### src/zlhp_pkg.sv
// zlhp_pkg: shared types, codes and helpers of the zip local header parser
// no dependencies; used by every module of the block
`default_nettype none

package zlhp_pkg;

	// default build constants
	localparam int MAX_NAME_BYTES_DEF = 32;
	localparam int QUEUE_DEPTH_DEF    = 2;

	// configuration port
	localparam int CFG_INDEX_W = 3;
	localparam int CFG_DATA_W  = 64;

	localparam logic [CFG_INDEX_W-1:0] CFG_MATCH_LEN  = 3'd0;
	localparam logic [CFG_INDEX_W-1:0] CFG_NAME_TOTAL = 3'd1;
	localparam logic [CFG_INDEX_W-1:0] CFG_NAME_0     = 3'd2;

	// result status codes
	localparam logic [2:0] ST_CONSUMED = 3'd0;
	localparam logic [2:0] ST_COMPLETE = 3'd1;
	localparam logic [2:0] ST_CENTRAL  = 3'd2;
	localparam logic [2:0] ST_ERROR    = 3'd3;
	localparam logic [2:0] ST_METHOD   = 3'd4;
	localparam logic [2:0] ST_ENDED    = 3'd5;

	// signature and method bytes
	localparam logic [7:0] BYTE_P    = 8'h50;
	localparam logic [7:0] BYTE_K    = 8'h4B;
	localparam logic [7:0] BYTE_01   = 8'h01;
	localparam logic [7:0] BYTE_02   = 8'h02;
	localparam logic [7:0] BYTE_03   = 8'h03;
	localparam logic [7:0] BYTE_04   = 8'h04;
	localparam logic [7:0] BYTE_ZERO = 8'h00;

	// class of a stream byte as seen by the parser
	typedef enum logic [2:0] {
		BC_OTHER,
		BC_ZERO,
		BC_P,
		BC_K,
		BC_01,
		BC_02,
		BC_03,
		BC_04
	} byte_class_t;

	// input transaction
	typedef struct packed {
		logic       func;
		logic [7:0] data_byte;
	} in_item_t;

	// result transaction
	typedef struct packed {
		logic [2:0]  status;
		logic        name_matched;
		logic [31:0] entry_crc;
		logic [31:0] packed_size;
		logic [31:0] plain_size;
	} out_item_t;

	// classified item passed from front to back
	typedef struct packed {
		logic        restart;
		logic [7:0]  data_byte;
		logic [7:0]  folded_byte;
		byte_class_t byte_class;
	} q_item_t;

	// queue fill status
	typedef struct packed {
		logic full;
		logic empty;
	} q_status_t;

	// ascii upper case to lower case
	function automatic logic [7:0] fold_case(input logic [7:0] c);
		logic [7:0] r;
		r = c;
		if (c >= 8'h41 && c <= 8'h5A) begin
			r = c + 8'h20;
		end
		return r;
	endfunction

endpackage

`default_nettype wire

### src/zlhp_front.sv
// zlhp_front: input register stage, byte classification and case folding
// depends on zlhp_pkg; feeds zlhp_queue
`default_nettype none

module zlhp_front (
	input  wire logic                clk,
	input  wire logic                arst_n,
	input  wire logic                item_valid,
	output logic                     item_stall,
	input  wire zlhp_pkg::in_item_t  item,
	output logic                     push,
	output zlhp_pkg::q_item_t        push_item,
	input  wire zlhp_pkg::q_status_t q_stat
);

	logic                  valid_s1;
	zlhp_pkg::q_item_t     item_s1;
	zlhp_pkg::q_item_t     cls_item;
	zlhp_pkg::byte_class_t cls;

	// classify the incoming byte
	always_comb begin
		unique case (item.data_byte)
			zlhp_pkg::BYTE_ZERO: cls = zlhp_pkg::BC_ZERO;
			zlhp_pkg::BYTE_P:    cls = zlhp_pkg::BC_P;
			zlhp_pkg::BYTE_K:    cls = zlhp_pkg::BC_K;
			zlhp_pkg::BYTE_01:   cls = zlhp_pkg::BC_01;
			zlhp_pkg::BYTE_02:   cls = zlhp_pkg::BC_02;
			zlhp_pkg::BYTE_03:   cls = zlhp_pkg::BC_03;
			zlhp_pkg::BYTE_04:   cls = zlhp_pkg::BC_04;
			default:             cls = zlhp_pkg::BC_OTHER;
		endcase
		cls_item.restart     = item.func;
		cls_item.data_byte   = item.data_byte;
		cls_item.folded_byte = zlhp_pkg::fold_case(item.data_byte);
		cls_item.byte_class  = cls;
	end

	// hold only while the stage is full and the queue cannot take it
	assign item_stall = valid_s1 && q_stat.full;
	assign push       = valid_s1 && !q_stat.full;
	assign push_item  = item_s1;

	// stage register
	always_ff @(posedge clk or negedge arst_n) begin
		if (!arst_n) begin
			valid_s1 <= 1'b0;
		end else if (!item_stall) begin
			valid_s1 <= item_valid;
		end
	end

	always_ff @(posedge clk) begin
		if (item_valid && !item_stall) begin
			item_s1 <= cls_item;
		end
	end

endmodule

`default_nettype wire

### src/zlhp_queue.sv
// zlhp_queue: short first-in first-out queue between front and back parts
// depends on zlhp_pkg for the item and status types
`default_nettype none

module zlhp_queue #(
	parameter int DEPTH = zlhp_pkg::QUEUE_DEPTH_DEF
) (
	input  wire logic              clk,
	input  wire logic              arst_n,
	input  wire logic              push,
	input  wire zlhp_pkg::q_item_t push_item,
	input  wire logic              pop,
	output zlhp_pkg::q_item_t      pop_item,
	output zlhp_pkg::q_status_t    q_stat
);

	localparam int PTR_W = (DEPTH > 1) ? $clog2(DEPTH) : 1;
	localparam int CNT_W = $clog2(DEPTH + 1);

	zlhp_pkg::q_item_t  entry_q [DEPTH];
	logic [PTR_W-1:0]   wr_ptr_q;
	logic [PTR_W-1:0]   rd_ptr_q;
	logic [CNT_W-1:0]   count_q;

	assign q_stat.full  = (count_q == CNT_W'(DEPTH));
	assign q_stat.empty = (count_q == '0);
	assign pop_item     = entry_q[rd_ptr_q];

	// pointers and fill count
	always_ff @(posedge clk or negedge arst_n) begin
		if (!arst_n) begin
			wr_ptr_q <= '0;
			rd_ptr_q <= '0;
			count_q  <= '0;
		end else begin
			if (push) begin
				wr_ptr_q <= (wr_ptr_q == PTR_W'(DEPTH - 1)) ? '0 : wr_ptr_q + 1'b1;
			end
			if (pop) begin
				rd_ptr_q <= (rd_ptr_q == PTR_W'(DEPTH - 1)) ? '0 : rd_ptr_q + 1'b1;
			end
			if (push && !pop) begin
				count_q <= count_q + 1'b1;
			end else if (pop && !push) begin
				count_q <= count_q - 1'b1;
			end
		end
	end

	// storage
	always_ff @(posedge clk) begin
		if (push) begin
			entry_q[wr_ptr_q] <= push_item;
		end
	end

endmodule

`default_nettype wire

### src/zlhp_back.sv
// zlhp_back: header parsing state machine, configuration registers, result register
// depends on zlhp_pkg; takes classified items from zlhp_queue
`default_nettype none

module zlhp_back #(
	parameter int MAX_NAME_BYTES = zlhp_pkg::MAX_NAME_BYTES_DEF
) (
	input  wire logic                             clk,
	input  wire logic                             arst_n,
	input  wire logic                             cfg_wr_en,
	input  wire logic [zlhp_pkg::CFG_INDEX_W-1:0] cfg_index,
	input  wire logic [zlhp_pkg::CFG_DATA_W-1:0]  cfg_wdata,
	input  wire zlhp_pkg::q_item_t                pop_item,
	input  wire zlhp_pkg::q_status_t              q_stat,
	output logic                                  pop,
	output logic                                  result_valid,
	input  wire logic                             result_stall,
	output zlhp_pkg::out_item_t                   result
);

	localparam int IDX_W = (MAX_NAME_BYTES > 1) ? $clog2(MAX_NAME_BYTES) : 1;

	typedef enum logic [3:0] {
		PH_SIGNATURE,
		PH_VERSION,
		PH_FLAG,
		PH_METHOD,
		PH_TIME,
		PH_DATE,
		PH_CRC,
		PH_CSIZE,
		PH_USIZE,
		PH_NAMELEN,
		PH_EXTRALEN,
		PH_NAME,
		PH_EXTRA,
		PH_END
	} phase_t;

	// configuration
	logic [5:0]  match_len_q;
	logic [15:0] name_total_q;
	logic [7:0]  name_q [MAX_NAME_BYTES];

	// parser state
	phase_t      phase_q,  phase_d;
	logic [15:0] pos_q,    pos_d;
	logic        sawl_q,   sawl_d;
	logic        sawc_q,   sawc_d;
	logic        still_q,  still_d;
	logic        found_q,  found_d;
	logic [31:0] crc_q,    crc_d;
	logic [31:0] csize_q,  csize_d;
	logic [31:0] usize_q,  usize_d;
	logic [15:0] nlen_q,   nlen_d;
	logic [15:0] xlen_q,   xlen_d;
	logic [2:0]  status_d;

	logic                  res_valid_q;
	zlhp_pkg::out_item_t   res_q;

	logic [15:0]           pos_inc;
	logic [16:0]           pos_ext;
	logic [5:0]            eff_len;
	logic                  in_cmp;
	logic [7:0]            wanted_f;
	logic                  still_n;
	logic [IDX_W-1:0]      name_idx;
	zlhp_pkg::byte_class_t cls;

	// take a transaction whenever the result register is free or draining
	assign pop          = !q_stat.empty && (!res_valid_q || !result_stall);
	assign result_valid = res_valid_q;
	assign result       = res_q;

	// name compare helpers
	assign eff_len  = (match_len_q > 6'(MAX_NAME_BYTES)) ? 6'(MAX_NAME_BYTES) : match_len_q;
	assign in_cmp   = (pos_q < {10'd0, eff_len});
	assign name_idx = pos_q[IDX_W-1:0];
	assign wanted_f = in_cmp ? zlhp_pkg::fold_case(name_q[name_idx]) : 8'h00;
	assign still_n  = still_q && (nlen_q == name_total_q)
	                  && !(in_cmp && (wanted_f != pop_item.folded_byte));
	assign pos_inc  = pos_q + 16'd1;
	assign pos_ext  = {1'b0, pos_q} + 17'd1;
	assign cls      = pop_item.byte_class;

	// next state of the parser for one byte
	always_comb begin
		phase_d  = phase_q;
		pos_d    = pos_q;
		sawl_d   = sawl_q;
		sawc_d   = sawc_q;
		still_d  = still_q;
		found_d  = found_q;
		crc_d    = crc_q;
		csize_d  = csize_q;
		usize_d  = usize_q;
		nlen_d   = nlen_q;
		xlen_d   = xlen_q;
		status_d = zlhp_pkg::ST_CONSUMED;
		if (pop_item.restart) begin
			phase_d = PH_SIGNATURE;
			pos_d   = '0;
			sawl_d  = 1'b0;
			sawc_d  = 1'b0;
			still_d = 1'b1;
			found_d = 1'b0;
			crc_d   = '0;
			csize_d = '0;
			usize_d = '0;
			nlen_d  = '0;
			xlen_d  = '0;
		end else if (match_len_q == '0) begin
			status_d = zlhp_pkg::ST_ERROR;
		end else begin
			unique case (phase_q)
				PH_SIGNATURE: begin
					pos_d = pos_inc;
					if (pos_inc == 16'd1 && cls == zlhp_pkg::BC_P) begin
						status_d = zlhp_pkg::ST_CONSUMED;
					end else if (pos_inc == 16'd2 && cls == zlhp_pkg::BC_K) begin
						sawl_d = 1'b0;
						sawc_d = 1'b0;
					end else if (pos_inc == 16'd3 && cls == zlhp_pkg::BC_03) begin
						sawl_d = 1'b1;
					end else if (pos_inc == 16'd3 && cls == zlhp_pkg::BC_01) begin
						sawc_d = 1'b1;
					end else if (sawc_q && pos_inc == 16'd4 && cls == zlhp_pkg::BC_02) begin
						status_d = zlhp_pkg::ST_CENTRAL;
					end else if (sawl_q && pos_inc == 16'd4 && cls == zlhp_pkg::BC_04) begin
						pos_d   = '0;
						phase_d = PH_VERSION;
					end else begin
						status_d = zlhp_pkg::ST_ERROR;
					end
				end
				PH_VERSION, PH_FLAG, PH_TIME, PH_DATE: begin
					pos_d = pos_inc;
					if (pos_inc == 16'd2) begin
						pos_d = '0;
						case (phase_q)
							PH_VERSION: phase_d = PH_FLAG;
							PH_FLAG:    phase_d = PH_METHOD;
							PH_TIME:    phase_d = PH_DATE;
							default: begin
								phase_d = PH_CRC;
								crc_d   = '0;
							end
						endcase
					end
				end
				PH_METHOD: begin
					pos_d = pos_inc;
					if (pos_inc == 16'd1 && cls != zlhp_pkg::BC_ZERO) begin
						status_d = zlhp_pkg::ST_METHOD;
					end else if (pos_inc == 16'd2) begin
						if (cls != zlhp_pkg::BC_ZERO) begin
							status_d = zlhp_pkg::ST_METHOD;
						end else begin
							pos_d   = '0;
							phase_d = PH_TIME;
						end
					end
				end
				PH_CRC: begin
					crc_d = crc_q | (32'(pop_item.data_byte) << {pos_q[1:0], 3'b000});
					pos_d = pos_inc;
					if (pos_inc == 16'd4) begin
						phase_d = PH_CSIZE;
						csize_d = '0;
						pos_d   = '0;
					end
				end
				PH_CSIZE: begin
					csize_d = csize_q | (32'(pop_item.data_byte) << {pos_q[1:0], 3'b000});
					pos_d   = pos_inc;
					if (pos_inc == 16'd4) begin
						phase_d = PH_USIZE;
						usize_d = '0;
						pos_d   = '0;
					end
				end
				PH_USIZE: begin
					usize_d = usize_q | (32'(pop_item.data_byte) << {pos_q[1:0], 3'b000});
					pos_d   = pos_inc;
					if (pos_inc == 16'd4) begin
						phase_d = PH_NAMELEN;
						nlen_d  = '0;
						pos_d   = '0;
					end
				end
				PH_NAMELEN: begin
					nlen_d = nlen_q | (16'(pop_item.data_byte) << {pos_q[0], 3'b000});
					pos_d  = pos_inc;
					if (pos_inc == 16'd2) begin
						phase_d = PH_EXTRALEN;
						xlen_d  = '0;
						pos_d   = '0;
					end
				end
				PH_EXTRALEN: begin
					xlen_d = xlen_q | (16'(pop_item.data_byte) << {pos_q[0], 3'b000});
					pos_d  = pos_inc;
					if (pos_inc == 16'd2) begin
						pos_d   = '0;
						found_d = 1'b0;
						still_d = 1'b1;
						if (nlen_q != '0) begin
							phase_d = PH_NAME;
						end else if (xlen_d != '0) begin
							phase_d = PH_EXTRA;
						end else begin
							phase_d  = PH_END;
							status_d = zlhp_pkg::ST_COMPLETE;
						end
					end
				end
				PH_NAME: begin
					// bytes past the name length are swallowed
					if (pos_q < nlen_q) begin
						still_d = still_n;
						if (pos_ext == {11'd0, eff_len} && still_n) begin
							found_d = 1'b1;
						end
						if (pos_ext == {1'b0, nlen_q}) begin
							pos_d = '0;
							if (xlen_q == '0) begin
								phase_d  = PH_END;
								status_d = zlhp_pkg::ST_COMPLETE;
							end else begin
								phase_d = PH_EXTRA;
							end
						end else begin
							pos_d = pos_inc;
						end
					end
				end
				PH_EXTRA: begin
					pos_d = pos_inc;
					if (pos_inc == xlen_q) begin
						phase_d  = PH_END;
						status_d = zlhp_pkg::ST_COMPLETE;
					end
				end
				default: begin
					status_d = zlhp_pkg::ST_ENDED;
				end
			endcase
		end
	end

	// parser state, configuration and result register
	always_ff @(posedge clk or negedge arst_n) begin
		if (!arst_n) begin
			match_len_q  <= '0;
			name_total_q <= '0;
			for (int k = 0; k < MAX_NAME_BYTES; k++) begin
				name_q[k] <= '0;
			end
			phase_q     <= PH_SIGNATURE;
			pos_q       <= '0;
			sawl_q      <= 1'b0;
			sawc_q      <= 1'b0;
			still_q     <= 1'b1;
			found_q     <= 1'b0;
			crc_q       <= '0;
			csize_q     <= '0;
			usize_q     <= '0;
			nlen_q      <= '0;
			xlen_q      <= '0;
			res_valid_q <= 1'b0;
			res_q       <= '0;
		end else begin
			if (cfg_wr_en) begin
				if (cfg_index == zlhp_pkg::CFG_MATCH_LEN) begin
					match_len_q <= cfg_wdata[5:0];
				end
				if (cfg_index == zlhp_pkg::CFG_NAME_TOTAL) begin
					name_total_q <= cfg_wdata[15:0];
				end
				for (int k = 0; k < MAX_NAME_BYTES; k++) begin
					if (cfg_index == zlhp_pkg::CFG_NAME_0 + 3'(k / 8)) begin
						name_q[k] <= cfg_wdata[8*(k%8) +: 8];
					end
				end
			end
			if (pop) begin
				phase_q             <= phase_d;
				pos_q               <= pos_d;
				sawl_q              <= sawl_d;
				sawc_q              <= sawc_d;
				still_q             <= still_d;
				found_q             <= found_d;
				crc_q               <= crc_d;
				csize_q             <= csize_d;
				usize_q             <= usize_d;
				nlen_q              <= nlen_d;
				xlen_q              <= xlen_d;
				res_q.status        <= status_d;
				res_q.name_matched  <= found_d;
				res_q.entry_crc     <= crc_d;
				res_q.packed_size   <= csize_d;
				res_q.plain_size    <= usize_d;
			end
			if (pop) begin
				res_valid_q <= 1'b1;
			end else if (!result_stall) begin
				res_valid_q <= 1'b0;
			end
		end
	end

endmodule

`default_nettype wire

### src/zip_local_header_parser.sv
// zip_local_header_parser: top level of the zip local file header parser
// depends on zlhp_pkg, zlhp_front, zlhp_queue and zlhp_back
`default_nettype none

// The parser takes one archive byte per transaction and returns exactly one result
// per transaction. It sustains one byte per clock while nothing stalls: the front
// stage registers and classifies each byte, a short queue decouples it from the back
// part, and the back part makes one state update per byte into a result register.
// A byte passes the front stage register and the queue before its result is
// registered. Either side may stall on its own; bytes keep flowing in until the
// queue is full. Configuration registers are written through cfg_wr_en, cfg_index
// and cfg_wdata and are only to be changed while the block is idle.

module zip_local_header_parser #(
	parameter int MAX_NAME_BYTES = zlhp_pkg::MAX_NAME_BYTES_DEF,
	parameter int QUEUE_DEPTH    = zlhp_pkg::QUEUE_DEPTH_DEF
) (
	input  wire logic                             clk,
	input  wire logic                             arst_n,
	input  wire logic                             cfg_wr_en,
	input  wire logic [zlhp_pkg::CFG_INDEX_W-1:0] cfg_index,
	input  wire logic [zlhp_pkg::CFG_DATA_W-1:0]  cfg_wdata,
	input  wire logic                             item_valid,
	output logic                                  item_stall,
	input  wire zlhp_pkg::in_item_t               item,
	output logic                                  result_valid,
	input  wire logic                             result_stall,
	output zlhp_pkg::out_item_t                   result
);

	logic                push;
	logic                pop;
	zlhp_pkg::q_item_t   push_item;
	zlhp_pkg::q_item_t   pop_item;
	zlhp_pkg::q_status_t q_stat;

	// front part
	zlhp_front u_front (
		.clk        (clk),
		.arst_n     (arst_n),
		.item_valid (item_valid),
		.item_stall (item_stall),
		.item       (item),
		.push       (push),
		.push_item  (push_item),
		.q_stat     (q_stat)
	);

	// decoupling queue
	zlhp_queue #(
		.DEPTH (QUEUE_DEPTH)
	) u_queue (
		.clk       (clk),
		.arst_n    (arst_n),
		.push      (push),
		.push_item (push_item),
		.pop       (pop),
		.pop_item  (pop_item),
		.q_stat    (q_stat)
	);

	// back part
	zlhp_back #(
		.MAX_NAME_BYTES (MAX_NAME_BYTES)
	) u_back (
		.clk          (clk),
		.arst_n       (arst_n),
		.cfg_wr_en    (cfg_wr_en),
		.cfg_index    (cfg_index),
		.cfg_wdata    (cfg_wdata),
		.pop_item     (pop_item),
		.q_stat       (q_stat),
		.pop          (pop),
		.result_valid (result_valid),
		.result_stall (result_stall),
		.result       (result)
	);

	// status code stays within the defined set
	assert property (@(posedge clk) disable iff (!arst_n)
		result_valid |-> (result.status <= zlhp_pkg::ST_ENDED))
		else $error("result status outside the defined codes");

	// before any header is gathered the size and crc fields are still clear
	assert property (@(posedge clk) disable iff (!arst_n)
		result_valid && (result.status == zlhp_pkg::ST_CENTRAL
		|| result.status == zlhp_pkg::ST_METHOD)
		|-> (result.entry_crc == '0 && result.packed_size == '0
		&& result.plain_size == '0))
		else $error("header fields set before the crc phase");

	// a central directory mark is only seen with no name match pending
	assert property (@(posedge clk) disable iff (!arst_n)
		result_valid && result.status == zlhp_pkg::ST_CENTRAL |-> !result.name_matched)
		else $error("name match carried into a central directory record");

	// queue cannot be full and empty together, and front pushes only with room
	assert property (@(posedge clk) disable iff (!arst_n)
		!(q_stat.full && q_stat.empty) && !(push && q_stat.full))
		else $error("queue fill status inconsistent");

endmodule

`default_nettype wire

### config.mk
export PLATFORM = sky130hd
export DESIGN_NAME = zip_local_header_parser
export DESIGN_NICKNAME = d
export VERILOG_FILES = /design/src/zlhp_pkg.sv /design/src/zlhp_front.sv /design/src/zlhp_queue.sv /design/src/zlhp_back.sv /design/src/zip_local_header_parser.sv
export SDC_FILE = /design/constraint.sdc
export NUM_CORES = 1
export LEC_CHECK = 0
export BUFFER_PORTS_ARGS = -buffer_cell sky130_fd_sc_hd__buf_2
export CORE_UTILIZATION = 35
export DETAILED_ROUTE_END_ITERATION = 6
export PLACE_DENSITY = 0.48
export REMOVE_ABC_BUFFERS = 1
export SKIP_CTS_REPAIR_TIMING = 1
export SYNTH_ARGS = -nofsm -noshare
export SYNTH_HDL_FRONTEND = slang
export SYNTH_SLANG_ARGS = --single-unit
### constraint.sdc
create_clock -name clk -period 6.11 [get_ports clk]
set_input_delay 0.611 -clock clk [delete_from_list [all_inputs] [get_ports clk]]
set_output_delay 0.611 -clock clk [all_outputs]
set_load 0.05 [all_outputs]
# == Yosys cells after proc, flatten, opt, wreduce, memory -nomap -nowiden ==
# Memory sizes are Yosys's and may differ from the RTL's.
# Cells that the tools add are included.
# op_classes
n_addsub,8
magnitude_cmp,8
eq_ne,64
shift,2
muxes,120
bitwise_logic,6
reduce_logical,72
# ops
cell,count
$mux 16,21
$mux 32,9
$pmux 32 s2,3
$or 32x32->32,3
$pmux 16 s6,1
$mux 4,21
$pmux 16 s2,2
$mux 3,14
$bmux 8 s5,1
$mux 8,5
$pmux 4 s10,1
$ne 3x2->1 const B,13
$mux 1,33
$eq 16x16->1,2
$eq 16x2->1 const B,2
$or 16x16->16,2
$reduce_bool 16->1,2
$shl 8x5->32,1
$ne 3x3->1 const B,8
$reduce_bool 3->1,8
$logic_and 1x1->1,21
$pmux 3 s7,1
$reduce_and 21->1,1
$eq 4x4->1 const B,5
57 further kinds,100
# word_totals
register_bits,459
ram_bits,40
in_bits,81
output_inout_bits,102
wordCells,336
n_memories,1
# memory_table
memory,words,word_bits,read_ports,rd_clocked_by_memory_dff,write_ports,line,source
u_queue.entry_q,2,20,1,0,1,zlhp_queue.sv:20,zlhp_pkg::q_item_t entry_q [DEPTH];

# == Logic depth before layout (Yosys ltp) ==
# Gate-level depths: netlist of the first run.
# logic_depth
ltp_word,18
ltp_mapped,17
mapped_depth_nobuf,12

# == Modules after synthesis ==
# A second synthesis of the first run with hierarchy kept.
# unflattened
cells_unflattened,1880
area_unflattened_um2,23816.6
# modules_own_cells
mod,instances,cells_per_inst,area_each_um2,seq_area_each_um2
zlhp_back,1,1750,21378.0,10861.7
zlhp_queue,1,78,1707.9,1301.2
zlhp_front,1,52,730.7,475.5

# == Worst setup path before layout of the first run ==
# No wires, ideal clock.
# synth_path
path_type,register -> register
from,reg u_back.pos_q[0]
to,reg u_back.phase_q[0]
setup_time_ns,0.125
t_arrival_ns,3.952
setup_slack_ns,2.034
path_stages_with_launch,16
n_path_buf,5
period_less_slack_ns,4.076
cell_sequence,dfrtp_1 > buf_4 > buf_2 > buf_2 > buf_2 > buf_2 > clkinv_1 > ha_1 > xor2_1 > nor3_1 > nand3_1 > a2111o_1 > o31ai_1 > o2111ai_1 > o21ai_2 > mux2_2
# synth_between
elab_chain_len,9
elab_cells_between_ends,45
classes_between,add/sub: 2; order compare: 1; eq/ne: 23; shift: 1; mux: 6; bitwise: 1; reduce/logical: 11
# synth_lines
element,line,source
"start, declared",zlhp_back.sv:47,"logic [15:0] pos_q, pos_d;"
"start signal, assigned",zlhp_back.sv:289,pos_q <= pos_d;
branches (longest 9 deep; another with $add 16x1->16),--,
"end signal, assigned",zlhp_back.sv:288,phase_q <= phase_d;
"end, declared",zlhp_back.sv:46,"phase_t phase_q, phase_d;"
# Several ways; the timed one is not identified. The select of a mux whose other input is x is not followed.
# A chain may end at the register's enable or synchronous reset.

# == Final worst setup path of the first run ==
# layout_path
from,reg u_back.pos_q[1]
to,reg u_back.usize_q[1]
# layout_between
elab_chain_len,5
elab_cells_between_ends,9
classes_between,add/sub: 1; eq/ne: 2; shift: 1; mux: 3; bitwise: 1; reduce/logical: 1
# layout_lines
element,line,source
branches (longest 5 deep; another with $add 16x1->16),--,
"end signal, assigned",zlhp_back.sv:296,usize_q <= usize_d;
"end, declared",zlhp_back.sv:54,"logic [31:0] usize_q, usize_d;"
# Several ways; the timed one is not identified. The select of a mux whose other input is x is not followed.

==> out/results.tsv, run 1 <==
metric	value	unit
grt_pass1_vias	16553	
maxCapViolations	0	
grt_antenna_before_repair	6	
whs	-0.0131	ns
hpwl	45800	um
die-area	67600	um^2
start_util	0.354	
cp-start-kind	register	
rr_worst_depth	12	
drc_errors	0	
cts_inserted_buffers	56	
num-fill-cells	6217	
crit_fanout	33	
ys_types	85	
finClkSkew	0.0559	ns
ios	183	
power	13.0	mW
synth_edf_count	45	
setup_viol	0	
ant_nets	0	
worst_pin_slew	1.16	ns
layout_common_cells	dfrtp_1 (435), mux2_2 (291), nor2_1 (184)	
grt_max_degree	149	
synth_area	23300	um^2
synthTopCellsByArea	dfrtp_1 (47%), mux2_2 (14%), edfxtp_1 (5.8%)	
cts.sinks	484	
wl_per_cell	22.8	um
grtUsageTotal	0.203	
cts_tree	yes	
drv_slew	0	
period_share	0.763	
synth_top_flop_cell	dfrtp_1	
final_common_cell	dfrtp_1	
crit_path_end_kind	register	
setup_slack	1.45	ns
postPlaceCellArea	25100	um^2
grt_overflow	0	
io_buffers	182	
ir_drop	268	uV
fin_crit	4.66	ns
gp_congestion	0.902	
cts_buffer_depth	3	
status	finished, violations left	
place_inst	2858	
hold_viol_final	15	
regArea	12300	um^2
arrival	5.16	ns
rsz0062_at_grt	false	
cts_root_buffer	clkbuf_16	
design_area	27000	um^2
violations	negative hold slack	
yosysTopAreaCell	dfrtp_1	
leakagePower	11.6	nW
crit_required	6.61	ns
drive_gt1_frac	0.329	
fmax	215	MHz
area_growth	15.8	%
clk_latency	0.63	ns
rows	94	
vias	16115	
multiInputGateArea	10300	um^2
die_x	260	um
hold_path_class	input pin to async pin	
die_h	260	um
h-tree-depth	2	
yosysWarnings	0	
drt_first_pass_iters	5	
power.density	483	nW/um^2
syn_area_per_cell	12.4	um^2
layout.cells.non_filler	2964	
vias_per_cell	5.44	
yosysSeqAreaShare	0.530	
core	65700	um^2
ys_async_sr_fraction	0.907	
relSlewSlack	0.224	
fin_nets	2162	
ys_ff_latch	484	
synth_top_cell_area_share	0.471	
synth_cells	1885	
path_clk_slew	0.06	ns
wirelength	67700	um
dp_slack	1.49	ns
grt_pass1_wl	105000	um
crit_type	register to register	
drtIter0Drc	1095	
layer usage:
metal  global-route usage  part of all wire  vias up
met2                0.335              0.49      355
li1                     -                 -     7268
met4               0.0521             0.022        6
met3               0.0273             0.038       96
met1                0.279              0.45     8390
met5                    0           0.00065        -
Yosys cell counts, types with 6 or more instances:
cell	instances
a221oi_1	6
a211oi_1	7
xnor2_1	41
xnor3_1	10
o21a_1	10
clkbuf_1	66
dfrtp_1	438
nor2_1	185
nand2b_1	6
edfxtp_1	45
ha_1	29
o31ai_1	15
mux2i_1	31
a211o_1	6
nor3_1	37
o22ai_1	9
a21o_1	8
buf_4	10
nand2_1	96
mux2_2	291
and3_1	7
inv_1	44
a21oi_1	124
o21ai_0	31
a22o_1	14
nand3_1	29
mux4_2	60
nand4_1	21
nor4_1	14
nor2b_1	9
a31oi_1	28
and2_1	6
buf_1	7
buf_2	16
xor2_1	20
cells by family after synthesis:
| group | after synthesis | share of synthesized area |
|---|---|---|
| muxes | 382 | 0.212 |
| AOI/OAI and AO/OA | 313 | 0.0872 |
| DFF | 484 | 0.530 |
| adders and majority gates | 29 | 0.0156 |
| and+or+nand+nor | 452 | 0.0920 |
| xor gates and xnor gates | 73 | 0.0348 |
| buffers and inverters | 152 | 0.0284 |
critical path, cell delays in order, from the launching register on:
cell and delay [ns]:
dfrtp_2 0.66, ha_1 0.40, nand4_1 0.34, nor3_1 0.58, o211ai_1 0.23, a22oi_4 0.34, nand3_1 0.33, nor4_1 0.40
o21a_1 0.18, buf_4 0.36, nor2b_2 0.22, buf_4 0.36, nor2_1 0.10
cell type report:
type                            count  share of cell area
Timing Repair Buffer              214              0.0445
Clock inverter                     26             0.00761
Clock buffer                       78              0.0599
Tap cell                          864              0.0401
Multi-Input combinational cell   1249               0.383
Antenna cell                        2            0.000186
Inverter                           47             0.00654
Sequential cell                   484               0.458
metrics by stage:
| step | TNS (ns) | util |
|---|---|---|
| global placement | 0 | 0.382 |
| floorplan | -163.80 | - |
| detailed placement | 0 | 0.382 |
| CTS | 0 | 0.410 |
| finish | 0 | 0.410 |
| global route | 0 | 0.410 |
power breakdown:
| group | leakage (nW) | total [mW] | switching (mW) | internal, mW |
|---|---|---|---|---|
| logic | 4.80 | 5.12 | 3.28 | 1.84 |
| clock network | 0.896 | 3.28 | 1.39 | 1.89 |
| registers | 5.93 | 4.63 | 0.584 | 4.05 |
sequential cells by signal, summed over array words and instances (netlist names), 2 cells and up:
signal               flops
u_back.name_total_q     16
u_back.match_len_q       6
u_front.push_item       15
u_back.xlen_q           16
u_back.pos_q            16
u_queue.count_q          2
u_back.phase_q           4
u_back.nlen_q           16
u_back.crc_q            32
u_back.usize_q          32
u_back.csize_q          32
u_back.result            3
u_queue.entry_q         30
u_back.name_q          256
path summary, 6_finish.rpt:
check	startpoint	to	slack, ns
max in group asynchronous	arst_n	u_back.name_q[255]$_DFFE_PN0P_	4.68
worst min-delay path	arst_n	u_back.crc_q[26]$_DFFE_PN0P_	-0.01
worst min register to register	u_front.push_item[7]$_DFFE_PP_	u_queue.entry_q[0][15]$_DFFE_PP_	0.45
worst max register to register	u_back.pos_q[1]$_DFFE_PN0P_	u_back.usize_q[1]$_DFFE_PN0P_	1.45
worst max-delay path	u_back.pos_q[1]$_DFFE_PN0P_	u_back.usize_q[1]$_DFFE_PN0P_	1.45
min in group clk	item[8]	u_front.push_item[19]$_DFFE_PP_	0.21
Note: power is estimated with default switching activity, not from simulation.
==> run 2, diff against run 1 <==
- PLACE_DENSITY: 0.48 -> 0.5
- clock period: 6.11 -> 3.9 ns (I/O delays scaled with it)
==> run 2 against run 1 <==
Compared with the run above:
- the run now ends clean
- design area grew 2.6%
- worst setup slack lost 1.2 ns
- first-iteration DRC count shrank 6.3%
- sequential power grew 55%
- die area is the same
- register-to-register slack lost 1.2 ns
- sequential cell count is the same
- sequential share of layout area shrank 1.2 points
- utilization grew 1.1 points
- largest power group unchanged
==> out/results.tsv, run 2 (same netlist as run 1, synthesis figures left out) <==
metric	value	unit	change
drt_first_pass_iters	7		+2
start_util	0.354		unchanged
clkPwrFrac	0.253		about the same
leakagePower	12.0	nW	+3.3%
rr_startpoint	u_back.pos_q[0]$_DFFE_PN0P_		
power.density	762	nW/um^2	+58%
cp-start-kind	register		
setup_viol	0		unchanged
drive_gt1_frac	0.346		+0.0171
die_h	260	um	unchanged
fin_crit	3.68	ns	-0.981 ns
tns	0	ns	unchanged
design_area	27700	um^2	+2.6%
p_sw_frac	0.398		-0.00513
p_int	12.7	mW	+63%
grt_max_degree	116		-22%
die_x	260	um	unchanged
drc_errors	0		unchanged
hpwl	47200	um	+2.9%
whs_path_depth	1		
io_buffers	182		unchanged
netSwitchingPower	8.39	mW	+60%
vias_per_cell	5.41		-0.41%
grt_pass1_wl	106000	um	+0.66%
crit_fanout	32		-3.0%
period_share	0.944		+0.181
area_growth	18.8	%	
r2r_end	u_back.usize_q[15]$_DFFE_PN0P_		
arrival	4.18	ns	-0.98 ns
hold_viol_final	0		-15
cts.sinks	484		unchanged
ios	183		unchanged
top_register	u_back.name_q		
wirelength	68200	um	+0.79%
final_common_cell	dfrtp_1		
status	finished clean		
relSlewSlack	0.327		+0.104
maxCapViolations	0		unchanged
layout.cells.non_filler	3022		+2.0%
fmax	272	MHz	+27%
vias	16363		+1.5%
die-area	67600	um^2	unchanged
combPwrFrac	0.406		+0.013
rr_worst_depth	13		+1
grtUsageTotal	0.203		+0.000636
seqPwrFrac	0.341		-0.015
cts_tree	yes		
setup_slack	0.219	ns	-1.23 ns
grt_pass1_vias	16773		+1.3%
dp_slack	0.170	ns	-1.32 ns
place_inst	2913		+1.9%
crit_required	4.39	ns	-2.22 ns
drv_slew	0		unchanged
finClkSkew	0.0224	ns	-0.0335 ns
hold_path_class	input pin to register		
postPlaceCellArea	25700	um^2	+2.4%
grt_antenna_before_repair	4		-2
layout_common_cells	dfrtp_1 (435), mux2_2 (291), nor2_1 (184)		
holdPathEnd	u_front.push_item[7]$_DFFE_PP_		
worst_pin_slew	1.01	ns	-0.148 ns
rsz0062_at_grt	false		
core	65700	um^2	unchanged
ir_drop	392	uV	+46%
h-tree-depth	2		unchanged
clk_latency	0.61	ns	-0.02 ns
largest_reg_flops	256		unchanged
crit_path_end_kind	register		
rows	94		unchanged
wl_per_cell	22.6	um	-1.1%
cts_buffer_depth	3		unchanged
path_clk_slew	0.06	ns	about the same
whs	0.0215	ns	+0.0346 ns
reg2reg_slack	0.22	ns	-1.23 ns
ant_nets	0		unchanged
min_from	item[4]		
fin_nets	2221		+2.7%
crit_type	register to register		
grt_overflow	0		unchanged
cts_inserted_buffers	56		unchanged
drtIter0Drc	1026		-6.3%
cts_root_buffer	clkbuf_16		
gp_congestion	0.974		+8.0%
[run 2: cell count changes in the layout (fill, tap and decap cells not counted), sizes merged, moves of 3 or more]
| cell | delta |
|---|---|
| bufinv | +3 |
| clkinv | -9 |
| dlygate4sd3 | +4 |
| inv | +5 |
| buf | +55 |
[run 2: worst max path at each step]
stage | startpoint | end | cells past startpoint
after floorplan | u_back.pos_q[0]$_DFFE_PN0P_ | u_back.usize_q[0]$_DFFE_PN0P_ | 10
after global placement | u_back.pos_q[0]$_DFFE_PN0P_ | u_back.still_q$_DFFE_PN1P_ | 10
after detailed placement | u_back.pos_q[0]$_DFFE_PN0P_ | u_back.still_q$_DFFE_PN1P_ | 10
after CTS | u_back.pos_q[0]$_DFFE_PN0P_ | u_back.still_q$_DFFE_PN1P_ | 10
after global routing | u_back.pos_q[0]$_DFFE_PN0P_ | u_back.usize_q[27]$_DFFE_PN0P_ | 13
final | u_back.pos_q[0]$_DFFE_PN0P_ | u_back.usize_q[15]$_DFFE_PN0P_ | 13
[run 2: area by class of cell]
class / instances / area, um^2
multi-input cells: 1249 / 10300
diodes: 2 / 5.00
flip-flops and latches: 484 / 12300
fillers: 6182 / 38100
clock inverters: 24 / 277
repair buffers: 273 / 1840
clock buffers: 79 / 1610
well taps: 864 / 1080
inverters: 47 / 176
[run 2: per-stage QoR]
stage           util  power, mW
2_1_floorplan      -       12.6
3_3_place_gp   0.391       15.7
3_5_place_dp   0.391       15.8
4_1_cts        0.420       21.2
5_1_grt        0.421       22.2
6_report       0.421       21.1
[run 2: power by group through the flow]
stage	clock network, mW	logic [mW]	registers [mW]
2_1_floorplan	0	4.27	8.35
4_1_cts	5.48	8.59	7.18
3_3_place_gp	0	8.47	7.22
6_report	5.33	8.57	7.18
3_5_place_dp	0	8.56	7.26
5_1_grt	5.69	9.14	7.33
[run 2: per-layer routing]
metal	routed length, um	up-vias	track usage
li1	-	7389	-
met1	30800	8500	0.282
met3	3000	90	0.0306
met4	1370	4	0.0503
met2	33000	380	0.332
met5	21	-	0
[run 2: worst max-delay path, stage by stage, from the launching register on]
cell      delay (ns)
dfrtp_4         0.48
ha_1            0.22
and4_1          0.33
a21boi_0        0.13
o41ai_1         0.58
buf_4           0.22
and2_1          0.17
nand3_1         0.16
buf_4           0.21
nor4_1          0.32
o21a_1          0.24
nor2b_2         0.20
buf_12          0.21
nor2_1          0.08
